## src/hdl/psu_pkg.sv

```systemverilog
// ----------------------------------------------------------------------------
// psu_pkg
// Shared types and constants of the packed sample unpacker.
// ----------------------------------------------------------------------------
package psu_pkg;

    // configuration register indexes
    localparam logic [1:0] REG_WORD_WIDTH    = 2'd0;
    localparam logic [1:0] REG_MAX_VALUE     = 2'd1;
    localparam logic [1:0] REG_CLEAR_TOP_BIT = 2'd2;

    localparam logic [4:0]  WORD_WIDTH_RESET = 5'd5;
    localparam logic [15:0] MAX_VALUE_RESET  = 16'd16;
    localparam logic [23:0] COUNT_MAX        = 24'hFFFFFF;

    // one queued input byte
    typedef struct packed {
        logic       restart;
        logic [7:0] data_byte;
    } item_t;

    // configuration as seen by the unpack stage
    typedef struct packed {
        logic [4:0]  word_width;
        logic [15:0] max_value;
        logic        clear_top_bit;
        logic        width_clear;
    } cfg_t;

endpackage

```

## src/hdl/psu_front.sv

```systemverilog
// ----------------------------------------------------------------------------
// psu_front
// Input acceptance into the byte queue and the configuration registers.
// ----------------------------------------------------------------------------
module psu_front (
    input  logic                aclk,
    input  logic                aresetn,
    input  logic                s_tvalid,
    output logic                s_tready,
    input  logic [7:0]          s_tdata,
    input  logic                s_tuser,
    input  logic                cfg_valid,
    output logic                cfg_ready,
    input  logic [1:0]          cfg_index,
    input  logic [15:0]         cfg_data,
    input  logic                q_full,
    output logic                q_push,
    output psu_pkg::item_t      q_item,
    output psu_pkg::cfg_t       cfg
);

    logic [4:0]  word_width_reg;
    logic [15:0] max_value_reg;
    logic        clear_top_bit_reg;

    assign s_tready  = !q_full;
    assign q_push    = s_tvalid && !q_full;
    assign cfg_ready = 1'b1;

    always_comb begin
        q_item.data_byte = s_tdata;
        q_item.restart   = s_tuser;
    end

    always_ff @(posedge aclk) begin
        if (!aresetn) begin
            word_width_reg    <= psu_pkg::WORD_WIDTH_RESET;
            max_value_reg     <= psu_pkg::MAX_VALUE_RESET;
            clear_top_bit_reg <= 1'b0;
        end else if (cfg_valid) begin
            unique case (cfg_index)
                psu_pkg::REG_WORD_WIDTH:    word_width_reg    <= cfg_data[4:0];
                psu_pkg::REG_MAX_VALUE:     max_value_reg     <= cfg_data;
                psu_pkg::REG_CLEAR_TOP_BIT: clear_top_bit_reg <= cfg_data[0];
                default: ;
            endcase
        end
    end

    // a width write throws away the partial word in the unpack stage
    always_comb begin
        cfg.word_width    = word_width_reg;
        cfg.max_value     = max_value_reg;
        cfg.clear_top_bit = clear_top_bit_reg;
        cfg.width_clear   = cfg_valid && (cfg_index == psu_pkg::REG_WORD_WIDTH);
    end

endmodule

```

## src/hdl/psu_fifo.sv

```systemverilog
// ----------------------------------------------------------------------------
// psu_fifo
// Four-entry show-ahead queue of input bytes between front and back.
// ----------------------------------------------------------------------------
module psu_fifo (
    input  logic                aclk,
    input  logic                aresetn,
    input  logic                push,
    input  psu_pkg::item_t      push_item,
    output logic                full,
    input  logic                pop,
    output psu_pkg::item_t      head,
    output logic                head_valid
);

    psu_pkg::item_t entry_reg [4];
    logic [1:0] wr_ptr_reg;
    logic [1:0] rd_ptr_reg;
    logic [2:0] fill_reg;
    logic       do_pop;

    assign full       = (fill_reg == 3'd4);
    assign head_valid = (fill_reg != 3'd0);
    assign head       = entry_reg[rd_ptr_reg];
    assign do_pop     = pop && head_valid;

    always_ff @(posedge aclk) begin
        if (push) begin
            entry_reg[wr_ptr_reg] <= push_item;
        end
    end

    always_ff @(posedge aclk) begin
        if (!aresetn) begin
            wr_ptr_reg <= 2'd0;
            rd_ptr_reg <= 2'd0;
            fill_reg   <= 3'd0;
        end else begin
            if (push) begin
                wr_ptr_reg <= wr_ptr_reg + 2'd1;
            end
            if (do_pop) begin
                rd_ptr_reg <= rd_ptr_reg + 2'd1;
            end
            if (push && !do_pop) begin
                fill_reg <= fill_reg + 3'd1;
            end else if (!push && do_pop) begin
                fill_reg <= fill_reg - 3'd1;
            end
        end
    end

endmodule

```

## src/hdl/psu_back.sv

```systemverilog
// ----------------------------------------------------------------------------
// psu_back
// Unpack stage: completes one sample per cycle from the queued byte while the
// output register is free or being taken, and holds it in that register.
// ----------------------------------------------------------------------------
module psu_back #(
    parameter int MAX_WIDTH = 16
) (
    input  logic                aclk,
    input  logic                aresetn,
    input  psu_pkg::cfg_t       cfg,
    input  psu_pkg::item_t      head,
    input  logic                head_valid,
    output logic                pop,
    output logic                m_tvalid,
    input  logic                m_tready,
    output logic [39:0]         m_tdata,   // sample[15:0], sample_count[39:16]
    output logic                m_tuser,   // clamped
    output logic                m_tlast
);

    localparam int HW = $clog2(MAX_WIDTH + 1);
    localparam int CW = (MAX_WIDTH > 16) ? MAX_WIDTH : 16;

    logic [MAX_WIDTH-1:0] partial_reg, partial_next;
    logic [HW-1:0]        held_reg, held_next;
    logic [2:0]           pos_reg, pos_next;
    logic [23:0]          count_reg, count_next;

    logic        valid_reg;
    logic [15:0] sample_reg;
    logic        clamped_reg;
    logic [23:0] scount_reg;
    logic        last_reg;

    logic [HW-1:0]        w_eff;
    logic                 restart_now;
    logic [HW-1:0]        h;
    logic [MAX_WIDTH-1:0] pw;
    logic [23:0]          cnt;
    logic [3:0]           r;
    logic [7:0]           bits;
    logic [HW-1:0]        need;
    logic                 emit;
    logic [7:0]           take_bits;
    logic [MAX_WIDTH-1:0] word;
    logic [MAX_WIDTH-1:0] raw;
    logic [CW-1:0]        raw_x;
    logic                 clamp;
    logic [15:0]          sample;
    logic [7:0]           rest;
    logic [3:0]           rem;
    logic                 byte_done;
    logic                 out_free;
    logic                 step;
    logic [23:0]          cnt_inc;

    always_comb begin
        if (cfg.word_width == 5'd0) begin
            w_eff = HW'(1);
        end else if (int'(cfg.word_width) > MAX_WIDTH) begin
            w_eff = HW'(MAX_WIDTH);
        end else begin
            w_eff = HW'(cfg.word_width);
        end
    end

    // restart takes effect only on the first step of its byte
    assign restart_now = (pos_reg == 3'd0) && head.restart;
    assign h    = restart_now ? '0 : held_reg;
    assign pw   = restart_now ? '0 : partial_reg;
    assign cnt  = restart_now ? '0 : count_reg;
    assign r    = 4'd8 - {1'b0, pos_reg};
    assign bits = head.data_byte >> pos_reg;
    assign need = w_eff - h;
    assign emit = (int'(need) <= int'(r));

    assign take_bits = bits & 8'((9'd1 << need) - 9'd1);
    assign word      = pw | (MAX_WIDTH'(take_bits) << h);
    assign raw       = cfg.clear_top_bit ? (word & ~(MAX_WIDTH'(1) << (w_eff - HW'(1))))
                                         : word;
    assign raw_x     = CW'(raw);
    assign clamp     = raw_x > CW'(cfg.max_value);
    assign sample    = clamp ? cfg.max_value : raw_x[15:0];
    assign rest      = bits >> need;
    assign rem       = 4'(int'(r) - int'(need));
    assign cnt_inc   = (cnt == psu_pkg::COUNT_MAX) ? cnt : cnt + 24'd1;

    // leftover bits that cannot make another sample are absorbed now
    assign byte_done = !emit || (int'(rem) < int'(w_eff));
    assign out_free  = !valid_reg || m_tready;
    assign step      = head_valid && (!emit || out_free);
    assign pop       = step && byte_done;

    always_comb begin
        partial_next = partial_reg;
        held_next    = held_reg;
        pos_next     = pos_reg;
        count_next   = count_reg;
        if (cfg.width_clear) begin
            partial_next = '0;
            held_next    = '0;
        end else if (step) begin
            if (emit) begin
                count_next = cnt_inc;
                if (byte_done) begin
                    partial_next = MAX_WIDTH'(rest);
                    held_next    = HW'(rem);
                    pos_next     = 3'd0;
                end else begin
                    partial_next = '0;
                    held_next    = '0;
                    pos_next     = pos_reg + 3'(need);
                end
            end else begin
                count_next   = cnt;
                partial_next = pw | (MAX_WIDTH'(bits) << h);
                held_next    = h + HW'(r);
                pos_next     = 3'd0;
            end
        end
    end

    always_ff @(posedge aclk) begin
        if (!aresetn) begin
            partial_reg <= '0;
            held_reg    <= '0;
            pos_reg     <= 3'd0;
            count_reg   <= 24'd0;
            valid_reg   <= 1'b0;
        end else begin
            partial_reg <= partial_next;
            held_reg    <= held_next;
            pos_reg     <= pos_next;
            count_reg   <= count_next;
            if (step && emit) begin
                valid_reg <= 1'b1;
            end else if (m_tready) begin
                valid_reg <= 1'b0;
            end
        end
    end

    always_ff @(posedge aclk) begin
        if (step && emit) begin
            sample_reg  <= sample;
            clamped_reg <= clamp;
            scount_reg  <= cnt_inc;
            last_reg    <= byte_done;
        end
    end

    assign m_tvalid = valid_reg;
    assign m_tdata  = {scount_reg, sample_reg};
    assign m_tuser  = clamped_reg;
    assign m_tlast  = last_reg;

`ifndef SYNTHESIS
    a_held_below_width: assert property (@(posedge aclk) disable iff (!aresetn)
        held_reg < w_eff)
        else $error("partial word holds a full sample");

    a_mid_byte_has_head: assert property (@(posedge aclk) disable iff (!aresetn)
        pos_reg != 3'd0 |-> head_valid)
        else $error("byte position set with no byte queued");

    a_clamp_to_max: assert property (@(posedge aclk) disable iff (!aresetn)
        valid_reg && clamped_reg |-> sample_reg == cfg.max_value)
        else $error("clamped sample differs from limit");

    a_count_nonzero: assert property (@(posedge aclk) disable iff (!aresetn)
        valid_reg |-> scount_reg != 24'd0)
        else $error("emitted sample with zero count");
`endif

endmodule

```

## src/hdl/packed_sample_unpacker.sv

```systemverilog
// ----------------------------------------------------------------------------
// packed_sample_unpacker
// Unpacks densely packed samples, LSB first, from a byte stream with clamping.
// ----------------------------------------------------------------------------
// Bytes enter on the s_ channel into a four-entry queue; the unpack stage takes
// bits from the queued byte and completes at most one sample per cycle while
// the output register can take it, so a byte that yields several samples holds
// the queue head until its last one is done, the single sample-completion path
// being the limit. Bits left over after the last sample of a byte are absorbed
// in that same cycle. Results leave through an output register, so bytes that
// complete no sample keep flowing while a sample waits. Samples above max_value
// are clamped and flagged on m_tuser; m_tlast marks the last sample of each
// byte. Configuration writes are taken every cycle and belong only in idle
// periods; a word_width write drops the partial sample.
// ----------------------------------------------------------------------------
module packed_sample_unpacker #(
    parameter int MAX_WIDTH = 16
) (
    input  logic        aclk,
    input  logic        aresetn,
    input  logic        s_tvalid,
    output logic        s_tready,
    input  logic [7:0]  s_tdata,    // data_byte[7:0]
    input  logic        s_tuser,    // restart
    output logic        m_tvalid,
    input  logic        m_tready,
    output logic [39:0] m_tdata,    // sample[15:0], sample_count[39:16]
    output logic        m_tuser,    // clamped
    output logic        m_tlast,
    input  logic        cfg_valid,
    output logic        cfg_ready,
    input  logic [1:0]  cfg_index,
    input  logic [15:0] cfg_data
);

    psu_pkg::item_t q_item;
    psu_pkg::item_t head;
    psu_pkg::cfg_t  cfg;
    logic           q_push;
    logic           q_full;
    logic           head_valid;
    logic           pop;

    psu_front u_front (
        .aclk       (aclk),
        .aresetn    (aresetn),
        .s_tvalid   (s_tvalid),
        .s_tready   (s_tready),
        .s_tdata    (s_tdata),
        .s_tuser    (s_tuser),
        .cfg_valid  (cfg_valid),
        .cfg_ready  (cfg_ready),
        .cfg_index  (cfg_index),
        .cfg_data   (cfg_data),
        .q_full     (q_full),
        .q_push     (q_push),
        .q_item     (q_item),
        .cfg        (cfg)
    );

    psu_fifo u_fifo (
        .aclk       (aclk),
        .aresetn    (aresetn),
        .push       (q_push),
        .push_item  (q_item),
        .full       (q_full),
        .pop        (pop),
        .head       (head),
        .head_valid (head_valid)
    );

    psu_back #(
        .MAX_WIDTH (MAX_WIDTH)
    ) u_back (
        .aclk       (aclk),
        .aresetn    (aresetn),
        .cfg        (cfg),
        .head       (head),
        .head_valid (head_valid),
        .pop        (pop),
        .m_tvalid   (m_tvalid),
        .m_tready   (m_tready),
        .m_tdata    (m_tdata),
        .m_tuser    (m_tuser),
        .m_tlast    (m_tlast)
    );

endmodule

```

## config.mk

```make
export PLATFORM = sky130hd
export DESIGN_NAME = packed_sample_unpacker
export DESIGN_NICKNAME = d
export VERILOG_FILES = /design/src/hdl/psu_pkg.sv /design/src/hdl/psu_front.sv /design/src/hdl/psu_fifo.sv /design/src/hdl/psu_back.sv /design/src/hdl/packed_sample_unpacker.sv
export SDC_FILE = /design/constraint.sdc
export NUM_CORES = 1
export LEC_CHECK = 0
export ABC_AREA = 0
export BUFFER_PORTS_ARGS = -buffer_cell sky130_fd_sc_hd__buf_4
export CORE_UTILIZATION = 30
export DETAILED_ROUTE_END_ITERATION = 10
export GPL_TIMING_DRIVEN = 0
export PLACE_DENSITY = 0.51
export SLEW_MARGIN = 20
export SYNTH_ARGS = -nofsm -noshare
export SYNTH_HDL_FRONTEND = slang
export SYNTH_SLANG_ARGS = --single-unit
```

## constraint.sdc

```tcl
create_clock -name aclk -period 9.7 [get_ports aclk]
set_input_delay 2.91 -clock aclk [delete_from_list [all_inputs] [get_ports aclk]]
set_output_delay 2.91 -clock aclk [all_outputs]
set_load 0.02 [all_outputs]
```

=== Yosys cells after proc, flatten, opt, wreduce, memory -nomap -nowiden ===
Memory sizes are Yosys's and may differ from the RTL's. A register that Yosys moved wholly into a read port is not among the register bits.
Cells that the tools add are included.

* Add/subtract/negate cells: 12
* $mul: 0
* Div/mod/pow operators: 0
* $lt $le $gt $ge: 4
* Eq/ne operators: 4
* Shift-type cells: 6
* Mux-type cells: 23
* Bitwise gates (word level): 7
* Reductions and logical operators: 28

{| class="wikitable"
|+ Operators by type and width
! operator !! number
|-
| $mux W24 || 3
|-
| $mux W16 || 4
|-
| $or A16 B16 Y16 || 2
|-
| $shl A8 B5 Y16 || 2
|-
| $add A24 B1 Y24 const B || 1
|-
| $eq A24 B24 Y1 const B || 1
|-
| $mux W5 || 4
|-
| $and A16 B16 Y16 || 1
|-
| $gt A16 B16 Y1 || 1
|-
| $not A16 Y16 || 1
|-
| $shl A1 B5 Y16 const A || 1
|-
| $mux W3 || 4
|-
| $logic_and A1 B1 Y1 || 9
|-
| $and A8 B8 Y8 || 1
|-
| $mux W8 || 1
|-
| $reduce_and A2 Y1 || 4
|-
| $shl A1 B5 Y8 const A || 1
|-
| $shr A8 B3 Y8 || 1
|-
| $shr A8 B5 Y8 || 1
|-
| $sub A8 B1 Y8 const B || 1
|-
| $add A5 B4 Y5 || 1
|-
| $gt A5 B5 Y1 const B || 1
|-
| $le A5 B4 Y1 || 1
|-
| $logic_not A1 Y1 || 5
|-
| other kinds (23) || 32
|}

* Bits in registers: 120
* Bits in latches: 0
* Memory bits (writable): 36
* Bits in read-only memories: 0
* Word-level logic and storage cells: 100
* Memories: 1

{| class="wikitable"
|+ Memories
! name !! depth !! bits a word !! read ports !! clocked after memory_dff !! write ports !! line !! source
|-
| u_fifo.entry_reg || 4 || 9 || 1 || 1 || 1 || psu_fifo.sv:16 || <nowiki>psu_pkg::item_t entry_reg [4];</nowiki>
|}

=== Longest topological paths before layout ===
* Depth after elaboration: 13
* Mapped depth: 37
* Depth with buffers taken out: 32

=== Modules after synthesis ===
Synthesis repeated with hierarchy kept, for this count alone.

* Cells, all modules: 1,145
* Area total of the unflattened synthesis: 10,392.5 sq um

{| class="wikitable"
|+ By module, submodules not included
! module !! instances !! cells an instance !! area an instance (sq um) !! sequential area each (sq um)
|-
| psu_back || 1 || 947 || 7,621.1 || 2,242.2
|-
| psu_fifo || 1 || 90 || 1,770.4 || 1,261.2
|-
| psu_front || 1 || 108 || 1,001.0 || 440.4
|}

=== Worst setup path before layout ===
No wires, ideal clock.

* Path kind: reg2reg
* From: register u_back.pos_reg[0]
* To: register u_back.sample_reg[10], data pin
* Arrival: 7.913 ns
* Data required time: 9.440 ns
* Slack: 1.527 ns
* Cell stages (with the launch flop): 33
* Buffers on the path: 5
* Clock period less this slack: 8.173 ns
* Cell sequence: dfxtp_1 clkbuf_1 inv_1 ha_1 ha_1 nor2b_1 a22oi_1 nand2_1 clkinv_1 clkbuf_1 ha_1 fa_1 or3b_2 or4_1 nand3_1 and2_1 clkbuf_1 nand3_1 ha_1 clkbuf_1 and3_1 a32o_1 or2_2 mux2_2 a221oi_1 nor2_1 ha_1 nand4_1 or3_1 or2_2 o22ai_1 clkbuf_1 mux2_2

* Longest elaborated chain between the ends: 13

{| class="wikitable"
|+ RTL lines
! what !! line !! source
|-
| from (decl) || psu_back.sv:27 || <nowiki>logic [2:0] pos_reg, pos_next;</nowiki>
|-
| from (signal assigned) || psu_back.sv:134 || <nowiki>pos_reg <= pos_next;</nowiki>
|-
| $logic_not A3 Y1 || psu_back.sv:69 || <nowiki>assign restart_now = (pos_reg == 3'd0) && head.restart;</nowiki>
|-
| $logic_and A1 B1 Y1 || psu_back.sv:69 ||
|-
| $mux W5 || psu_back.sv:70 || <nowiki>assign h = restart_now ? '0 : held_reg;</nowiki>
|-
| $sub A5 B5 Y5 || psu_back.sv:75 || <nowiki>assign need = w_eff - h;</nowiki>
|-
| $shl A1 B5 Y8 || psu_back.sv:78 || <nowiki>assign take_bits = bits & 8'((9'd1 << need) - 9'd1);</nowiki>
|-
| $sub A8 B1 Y8 || psu_back.sv:78 ||
|-
| $and A8 B8 Y8 || psu_back.sv:78 ||
|-
| $shl A8 B5 Y16 || psu_back.sv:79 || <nowiki>assign word = pw | (MAX_WIDTH'(take_bits) << h);</nowiki>
|-
| $or A16 B16 Y16 (*) || psu_back.sv:79 ||
|-
| $and A16 B16 Y16 || psu_back.sv:80 || <nowiki>assign raw = cfg.clear_top_bit ? (word & ~(MAX_WIDTH'(1) << (w_eff - HW'(1))))</nowiki>
|-
| $mux W16 (*) || psu_back.sv:80 ||
|-
| $gt A16 B16 Y1 (*) || psu_back.sv:83 || <nowiki>assign clamp = raw_x > CW'(cfg.max_value);</nowiki>
|-
| via u_back.clamp || psu_back.sv:49 || <nowiki>logic clamp;</nowiki>
|-
| $mux W16 (*) || psu_back.sv:84 || <nowiki>assign sample = clamp ? cfg.max_value : raw_x[15:0];</nowiki>
|-
| via u_back.sample[10] || psu_back.sv:50 || <nowiki>logic [15:0] sample;</nowiki>
|-
| to (signal assigned) || psu_back.sv:146 || <nowiki>sample_reg <= sample;</nowiki>
|-
| to (decl) || psu_back.sv:31 || <nowiki>logic [15:0] sample_reg;</nowiki>
|}

The timed path passes the listed nets; every way through them passes the cells marked *.
A chain may end at the register's enable or synchronous reset.

=== Worst setup path after layout ===
Same ends and word-level chain as after synthesis.

==> results_dict.tcl <==
set metrics [dict create \
    status "finished clean" \
    whs_path_depth 2 \
    synth_warnings 0 \
    end_kind "register" \
    setup_viol 0 \
    r2r-end "u_back.sample_reg[10]$_DFFE_PP_" \
    grt_use_met3_pct 3.89 \
    drive_above_1_share_pct 14.9 \
    grt_usage_pct 19.5 \
    critPathMaxFanout 11 \
    tritoncts "built" \
    synth_edf_count 78 \
    dp_hpwl_mm 25.7 \
    tightest_slew_ns 1.06 \
    tns_ns 0 \
    num_antenna_cells 0 \
    max_stage_delay_ns 0.48 \
    critPathLaunch "u_back.pos_reg[0]$_SDFFE_PN0P_" \
    switching_share_pct 48.5 \
    min_from "u_back.partial_reg[1]$_SDFFE_PP0P_" \
    rsz0062_at_grt "false" \
    path_class "reg -> reg" \
    seq_area_frac_synth_pct 38.6 \
    routed_wl_mm 34.2 \
    fp.dieArea_um2 34800 \
    p_int_w 0.00215 \
    finalCriticalPeriod_ns 9.24 \
    grt_pass1_wl_mm 52.7 \
    clkTransAtPathRegs_ns 0.07 \
    global_route.peak_usage_layer "met2" \
    final_util_pct 35.7 \
    rrSetupSlack_ns 0.46 \
    ant_nets 0 \
    wl_per_cell_um 20.0 \
    path_common_cell "ha_1" \
    pre_cts_ws_ns -0.653 \
    start_util_pct 30.5 \
    die_y_um 187 \
    synth.avg_cell_area_um2 8.84 \
    h-tree-depth 4 \
    drt_iter0_markers 892 \
    crit_family "simple AND/OR/NAND/NOR gates" \
    numCtsBuffers 17 \
    overflow 0 \
    max_cap_violations 0 \
    p_leak_nw 4.30 \
    synth_ff_type "dfxtp_1" \
    hp-class "reg -> reg" \
    clockPowerShare_pct 16.0 \
    finalCritPeriodShare_pct 95.3 \
    peakVddDrop_v 0.000162 \
    mostFrequentLayoutCells "nand2_1 (131), nor2_1 (107), a21oi_1 (82)" \
    cts-root-buf "clkbuf_16" \
    powerDensity_nw_per_um2 348 \
    num_vias 9392 \
    syn_to_final_growth_pct 17.2 \
    rr_startpoint "u_back.pos_reg[0]$_SDFFE_PN0P_" \
    grtUsageMet2_pct 30.8 \
    nNetsFinal 1333 \
    grt_pass1_vias 8957 \
    clock_skew_ns 0.0144 \
    clock_latency_ns 0.44 \
    hold_buffers 0 \
    drv_slew 0 \
    ys_types 85 \
    crit_slowest_cell "nor4_2" \
    cp.required_ns 9.90 \
    worstRegToRegCells 33 \
    netlist_instances 1157 \
    routabilityCongestion 0.962 \
    holdPathEnd "u_back.partial_reg[1]$_SDFFE_PP0P_" \
    seqCellArea_um2 3940 \
    share_comb_of_total_power_pct 60.6 \
    fillers 3469 \
    fp.dieW_um 187 \
    syn_nets 1238 \
    largest_reg_flops 36 \
    multi_input_area_um2 5860 \
    seqPwrFrac_pct 23.4 \
    drc 0 \
    path_buf_inv 7 \
    grt_use_met1_pct 26.3 \
    async_reset_ff_share_pct 0 \
    viasPerCell 5.48 \
    mostFrequentLayoutCell "nand2_1" \
    antenna_found_initial 0 \
    cp_data_arrival_time_ns 9.44 \
    coreArea_um2 33500 \
    grt_start_max_net_pins 27 \
    clock_sinks 158 \
    rows 67 \
    pin_count 77 \
    io_buffers 75 \
    fin_ws_ns 0.460 \
    finalHoldViolations 0 \
    yosys_register_bits 158 \
    firstDrtPassIters 6 \
    slew-limit-headroom_pct 28.9 \
    syn_area_um2 10200 \
    cts_setup_buffers 0 \
    p_sw_w 0.00202 \
    start_kind "register" \
    clock.fmax_mhz 108 \
    cts_buffer_depth 2 \
]
synthesized netlist by cell type, types with 26 or more instances:
cell type,n,area [µm²]
o21ai_0,63,315
clkbuf_1,65,244
inv_1,47,176
a21oi_1,82,410
nor2_1,109,409
edfxtp_1,78,2340
nand2_1,131,492
nor3_1,36,180
ha_1,44,551
a22oi_1,26,195
dfxtp_1,80,1600
nand3_1,36,180
stage by stage:
stage | std cells | total power, W | hold slack (ns) | instance area, µm²
after global routing | 1713 | 0.00442 | 0.473 | 12000
final | 1713 | 0.00416 | 0.472 | 12000
after detailed placement | 1681 | 0.00342 | 0.451 | 11400
after global placement | 1680 | 0.00342 | 0.444 | 11300
after floorplan | 1157 | 0.00260 | 0.436 | 10200
after CTS | 1713 | 0.00412 | 0.459 | 12000
layout make-up:
type                            count  area share [%]
Multi-Input combinational cell    879            48.9
Sequential cell                   158            32.9
Timing Repair Buffer               76            4.87
Tap cell                          448            4.68
Clock buffer                       19            3.61
Buffer                             70            2.36
Inverter                           50            1.57
Clock inverter                     13            1.07
layer usage:
layer / vias up / wire, µm
met1: 4505 / 15500
met5: - / 0
met2: 357 / 15400
li1: 4469 / -
met3: 61 / 2270
met4: 0 / 932
power by group through the flow:
stage	clock, W	sequential (W)	combinational, W
2_1_floorplan	0	0.00110	0.00150
3_3_place_gp	0	0.000999	0.00242
3_5_place_dp	0	0.000989	0.00243
4_1_cts	0.000679	0.000975	0.00246
5_1_grt	0.000701	0.000989	0.00273
6_report	0.000667	0.000973	0.00252
worst max path at each step:
stage | end | slack, ns | depth (start not counted)
2_1_floorplan | u_back.sample_reg[10]$_DFFE_PP_ | 1.53 | 32
3_3_place_gp | u_back.sample_reg[13]$_DFFE_PP_ | -0.66 | 32
3_5_place_dp | u_back.sample_reg[10]$_DFFE_PP_ | -0.65 | 32
4_1_cts | u_back.sample_reg[10]$_DFFE_PP_ | 0.16 | 33
5_1_grt | u_back.sample_reg[10]$_DFFE_PP_ | 0.04 | 33
6_report | u_back.sample_reg[10]$_DFFE_PP_ | 0.46 | 33
what timing repair did:
item	CTS	global route
gates cloned	0	0
endpoints found under the setup margin	17	17
pin swaps	0	0
resized for setup	5	12
hold endpoints to repair	0	0
worst min-delay path, stage by stage, from the launching register on:
cell and delay, ns:
dfxtp_1 0.31, nand2_1 0.05, a21oi_1 0.06
cells by family (layout without fill, tap and decap cells):
logic type	count (synthesis)	in the layout	share of synthesized area, %
buf+inv	120	228	4.54
compound gates	305	305	19.8
other cells	1	1	0.0367
fa+ha+maj	49	49	6.36
xor+xnor	31	31	2.92
mux	55	55	7.01
simple gates	438	438	20.8
flops	158	158	38.6
(Power assumes the default switching activity.)
